==> src/rtl/csc_pkg.sv <==
package csc_pkg;

	localparam logic [1:0] KIND_FIT   = 2'd0;
	localparam logic [1:0] KIND_XFORM = 2'd1;
	localparam logic [1:0] KIND_CLEAR = 2'd2;

	localparam int SUM_W = 48;
	localparam int SQ_W  = 64;

	// Clamp limit of 100.0 in Q8.16.
	localparam logic [22:0] Z_LIMIT = 23'd6553600;

	typedef enum logic [1:0] {
		OP_FIT,
		OP_XFORM,
		OP_CLEAR
	} cmd_op_t;

	typedef struct packed {
		cmd_op_t            op;
		logic [5:0]         column;
		logic signed [31:0] sample;
	} cmd_t;

	typedef struct packed {
		logic [5:0]  column;
		logic [23:0] scaled;
		logic        clamped;
		logic        no_data;
	} res_t;

endpackage

==> src/rtl/csc_fifo.sv <==
// Two-entry queue of words.
module csc_fifo #(
	parameter int W = 8
) (
	input  logic         clk,
	input  logic         arst_n,
	input  logic         push,
	input  logic [W-1:0] din,
	output logic         full,
	input  logic         pop,
	output logic [W-1:0] dout,
	output logic         empty
);
	logic [W-1:0] mem_q [2];
	logic         wr_q;
	logic         rd_q;
	logic [1:0]   cnt_q;
	logic         do_push;
	logic         do_pop;

	assign full    = (cnt_q == 2'd2);
	assign empty   = (cnt_q == 2'd0);
	assign do_push = push & ~full;
	assign do_pop  = pop & ~empty;
	assign dout    = mem_q[rd_q];

	always_ff @(posedge clk or negedge arst_n) begin
		if (!arst_n) begin
			wr_q  <= 1'b0;
			rd_q  <= 1'b0;
			cnt_q <= 2'd0;
		end else begin
			if (do_push) wr_q <= ~wr_q;
			if (do_pop) rd_q <= ~rd_q;
			cnt_q <= cnt_q + {1'b0, do_push} - {1'b0, do_pop};
		end
	end

	always_ff @(posedge clk) begin
		if (do_push) mem_q[wr_q] <= din;
	end
endmodule

==> src/rtl/csc_front.sv <==
// Takes words from the input side, drops those that mean nothing and
// queues the rest as commands for the back end.
module csc_front #(
	parameter int COLUMNS = 64
) (
	input  logic                clk,
	input  logic                arst_n,
	input  logic                push,
	output logic                full,
	input  logic [1:0]          kind,
	input  logic [5:0]          column,
	input  logic signed [31:0]  sample,
	output csc_pkg::cmd_t       cmd,
	output logic                cmd_empty,
	input  logic                cmd_pop
);
	csc_pkg::cmd_t               cmd_in;
	logic                        keep;
	logic                        col_ok;
	logic [$bits(csc_pkg::cmd_t)-1:0] q_dout;

	assign col_ok = (32'(column) < COLUMNS);

	always_comb begin
		cmd_in.column = column;
		cmd_in.sample = sample;
		cmd_in.op     = csc_pkg::OP_FIT;
		keep          = 1'b0;
		case (kind)
			csc_pkg::KIND_FIT: begin
				cmd_in.op = csc_pkg::OP_FIT;
				keep      = col_ok;
			end
			csc_pkg::KIND_XFORM: begin
				cmd_in.op = csc_pkg::OP_XFORM;
				keep      = col_ok;
			end
			csc_pkg::KIND_CLEAR: begin
				cmd_in.op = csc_pkg::OP_CLEAR;
				keep      = 1'b1;
			end
			default: begin
				keep = 1'b0;
			end
		endcase
	end

	csc_fifo #(
		.W($bits(csc_pkg::cmd_t))
	) u_cmd_q (
		.clk   (clk),
		.arst_n(arst_n),
		.push  (push & keep),
		.din   (cmd_in),
		.full  (full),
		.pop   (cmd_pop),
		.dout  (q_dout),
		.empty (cmd_empty)
	);

	assign cmd = csc_pkg::cmd_t'(q_dout);
endmodule

==> config.mk <==
export PLATFORM = sky130hd
export DESIGN_NAME = csc_front
export DESIGN_NICKNAME = d
export VERILOG_FILES = /design/src/rtl/csc_pkg.sv /design/src/rtl/csc_fifo.sv /design/src/rtl/csc_front.sv
export SDC_FILE = /design/constraint.sdc
export NUM_CORES = 1
export LEC_CHECK = 0
export BUFFER_PORTS_ARGS = -buffer_cell sky130_fd_sc_hd__buf_2
export CAP_MARGIN = 10
export CORE_MARGIN = 2
export CORE_UTILIZATION = 48
export CTS_CLUSTER_SIZE = 40
export DETAILED_ROUTE_END_ITERATION = 16
export MAX_ROUTING_LAYER = met4
export PLACE_DENSITY = 0.82
export SLEW_MARGIN = 20
export SYNTH_ARGS = -nofsm -noshare
export SYNTH_HDL_FRONTEND = slang
export SYNTH_HIERARCHICAL = 1
export SYNTH_SLANG_ARGS = --single-unit
==> constraint.sdc <==
create_clock -name clk -period 7.45 [get_ports clk]
set_input_delay 1.49 -clock clk [delete_from_list [all_inputs] [get_ports clk]]
set_output_delay 1.49 -clock clk [all_outputs]
set_load 0.05 [all_outputs]
==> results.json <==
{
  "wl_per_cell_um": 15.6,
  "grt_setup_unrepaired": "false",
  "switchingPower_mw": 0.687,
  "worst-path-max-fanout": 25,
  "yosysWarnings": 6,
  "hp-start": "u_cmd_q/cnt_q[1]$_DFF_PN0_",
  "clk_transition_reported_paths_ps": 70,
  "via_per_inst": 4.93,
  "drc": 0,
  "crit_arrival_ps": 2120,
  "reg2reg_to": "u_cmd_q/mem_q[1][4]$_DFFE_PP_",
  "start_util_pct": 49.3,
  "post_synth.cell_area_avg_sq_um": 22.7,
  "drt-initial-drc-count": 100,
  "cts.repair.resized": 0,
  "rows": 30,
  "hold_viol_final": 0,
  "antenna_found_initial": 0,
  "synthCells": 146,
  "hold_class": "reg -> reg",
  "overflow": 0,
  "rr_startpoint": "u_cmd_q/cnt_q[1]$_DFF_PN0_",
  "synth_compound_area_share_pct": 0.227,
  "outcome": "finished clean",
  "fin_nets": 285,
  "drive_gt1_share_pct": 59.7,
  "dominantRegCellSynth": "edfxtp_1",
  "crit_type": "reg -> out",
  "dieArea_sq_um": 7580,
  "clock_sinks": 84,
  "ys_top_cells_by_count": "edfxtp_1, mux2_4, buf_12, dfrtp_1, xnor2_1",
  "period_share_pct": 48.4,
  "detail_route.first_pass.iterations": 6,
  "synth_top_family_by_area": "multiplexers",
  "design.core.area_sq_um": 6720,
  "slew_headroom_pct": 35.6,
  "io_buffers": 85,
  "drt_wl_total_mm": 5.04,
  "irDropWorstVdd_v": 0.000236,
  "synth_edf_count": 80,
  "synth_nets": 192,
  "n_antenna_cell": 0,
  "fmax_mhz": 277,
  "clkLatencyLatePin_ps": 340,
  "area_delta_synth_final_pct": 21.1,
  "pwr-share-comb_pct": 41.7,
  "ios": 86,
  "whs_path_depth": 1,
  "synth_xor_area_share_pct": 1.06,
  "powerDensity_nw_per_um2": 443,
  "synth_top_cell_by_area": "edfxtp_1",
  "ys_ff_latch": 84,
  "antenna_left": 0,
  "grt_max_degree": 41,
  "yosys.area_share.simple_pct": 1.44,
  "whs_ps": 507,
  "setup_viol_count_final": 0,
  "ys_seq_area_share_pct": 75.5,
  "reg2regPathDepth": 2,
  "synth_area_sq_um": 3310,
  "maxCapViolCount": 0,
  "ys_types": 18,
  "rrSetupSlack_ps": 5660,
  "cts_buffer_depth": 2,
  "grt_pass1_vias": 1554,
  "finalClockSkew_ps": 9.15,
  "cts-root-buf": "clkbuf_8",
  "grt_pass1_wl_mm": 7.45,
  "worst_pin_slew_ps": 966,
  "synthMuxAreaShare_pct": 18.0,
  "vias": 1592,
  "grt.total_usage_pct": 14.2,
  "intPower_mw": 1.09,
  "power.leakage_nw": 1.63,
  "synth_top_cells_by_area": "edfxtp_1, mux2_4, dfrtp_1",
  "cts_made_buffers": 9,
  "cp-start-kind": "flip-flop",
  "hpwl_mm": 3.38,
  "gp_congestion": 0.721,
  "tritoncts": "done",
  "async_flop_share_pct": 4.76,
  "finalMaxSlewViolations": 0,
  "synth.most_common_cell": "edfxtp_1",
  "end_kind": "primary output",
  "p_seq_share_pct": 37.7,
  "fp.dieW_um": 87.1,
  "power_frac_clock_pct": 20.5,
  "p_sw_share_pct": 38.7,
  "setup_tns_ps": 0,
  "cts-htree-levels": 3,
  "synth_fa_ha_area_share_pct": 0.755,
  "ctsHoldBuffers": 0,
  "min_period_ps": 3610,
  "synth_top_cell_area_share_pct": 72.5,
  "postCtsSetupBuffers": 0,
  "required_ps": 5960,
  "min_to": "u_cmd_q/cnt_q[1]$_DFF_PN0_",
  "die_y_um": 87.1
}
flip-flops by register name (all words and copies together) (netlist names):
signal         count
u_cmd_q/wr_q       1
u_cmd_q/mem_q     80
u_cmd_q/cnt_q      2
u_cmd_q/rd_q       1
logic make-up (layout without fill, tap and decap cells):
logic type,after synthesis,in the layout
flops,84,84
fa+ha+maj,2,2
simple gates,8,8
compound gates,1,1
mux,40,40
buf+inv,7,104
xor+xnor,4,4
how the worst max path moves through the flow:
stage | slack, ps | depth (start not counted) | end | from
after floorplan | 3510 | 3 | u_cmd_q/mem_q[0][0]$_DFFE_PP_ | push
after global placement | 4200 | 4 | u_cmd_q/mem_q[0][0]$_DFFE_PP_ | kind[0]
after detailed placement | 4120 | 4 | u_cmd_q/mem_q[0][12]$_DFFE_PP_ | kind[0]
after CTS | 3790 | 3 | cmd[35] | u_cmd_q/rd_q$_DFFE_PN0P_
after global routing | 3740 | 3 | cmd[35] | u_cmd_q/rd_q$_DFFE_PN0P_
final | 3840 | 3 | cmd[35] | u_cmd_q/rd_q$_DFFE_PN0P_
cell usage in the layout, fill, tap and decap left out, types with 2 or more instances in the layout:
master	synthesis	final
inv_1	2	2
edfxtp_1	80	80
xnor2_1	3	3
mux2_4	39	39
dfrtp_1	4	3
buf_2	0	85
bufinv_16	0	3
clkbuf_8	0	9
ha_1	2	2
per-layer routing:
metal / routed length, um / track usage (%) / vias to the layer above / part of all wire, %
met5: 0 / - / - / 0
met4: 99 / 8.52 / 0 / 2.0
met3: 274 / 3.51 / 9 / 5.4
met2: 2760 / 24.5 / 58 / 55
met1: 1910 / 14.4 / 779 / 38
li1: - / - / 746 / -
power by group through the flow:
stage | combinational [mW] | clock, mW | sequential (mW)
finish | 0.742 | 0.365 | 0.671
global route | 0.775 | 0.396 | 0.680
CTS | 0.745 | 0.374 | 0.675
detailed placement | 0.745 | 0 | 0.685
global placement | 0.738 | 0 | 0.679
floorplan | 0.687 | 0 | 0.653
stage by stage:
| step | cells | util [%] | instance area (sq um) | total power [mW] | setup WS (ps) |
|---|---|---|---|---|---|
| 2_1_floorplan | 146 | - | 3310 | 1.34 | 3510 |
| 3_3_place_gp | 307 | 56.0 | 3760 | 1.42 | 4200 |
| 3_5_place_dp | 307 | 56.0 | 3760 | 1.43 | 4120 |
| 4_1_cts | 322 | 59.4 | 3990 | 1.79 | 3790 |
| 5_1_grt | 323 | 59.7 | 4010 | 1.85 | 3740 |
| 6_report | 323 | 59.7 | 4010 | 1.78 | 3840 |
worst max-delay path: stages, from the launching register on:
cell and delay (ps):
dfrtp_2 700, buf_4 510, mux2_4 350, buf_2 210
cell type report:
cell class,count,area (sq um)
clock buffer,10,128
clock inverter,5,101
fill,488,2710
inverter,2,7.51
multi-input combinational,55,721
sequential,84,2500
tap,80,100
timing repair buffer,87,453
Note: power is estimated with default switching activity, not from simulation.
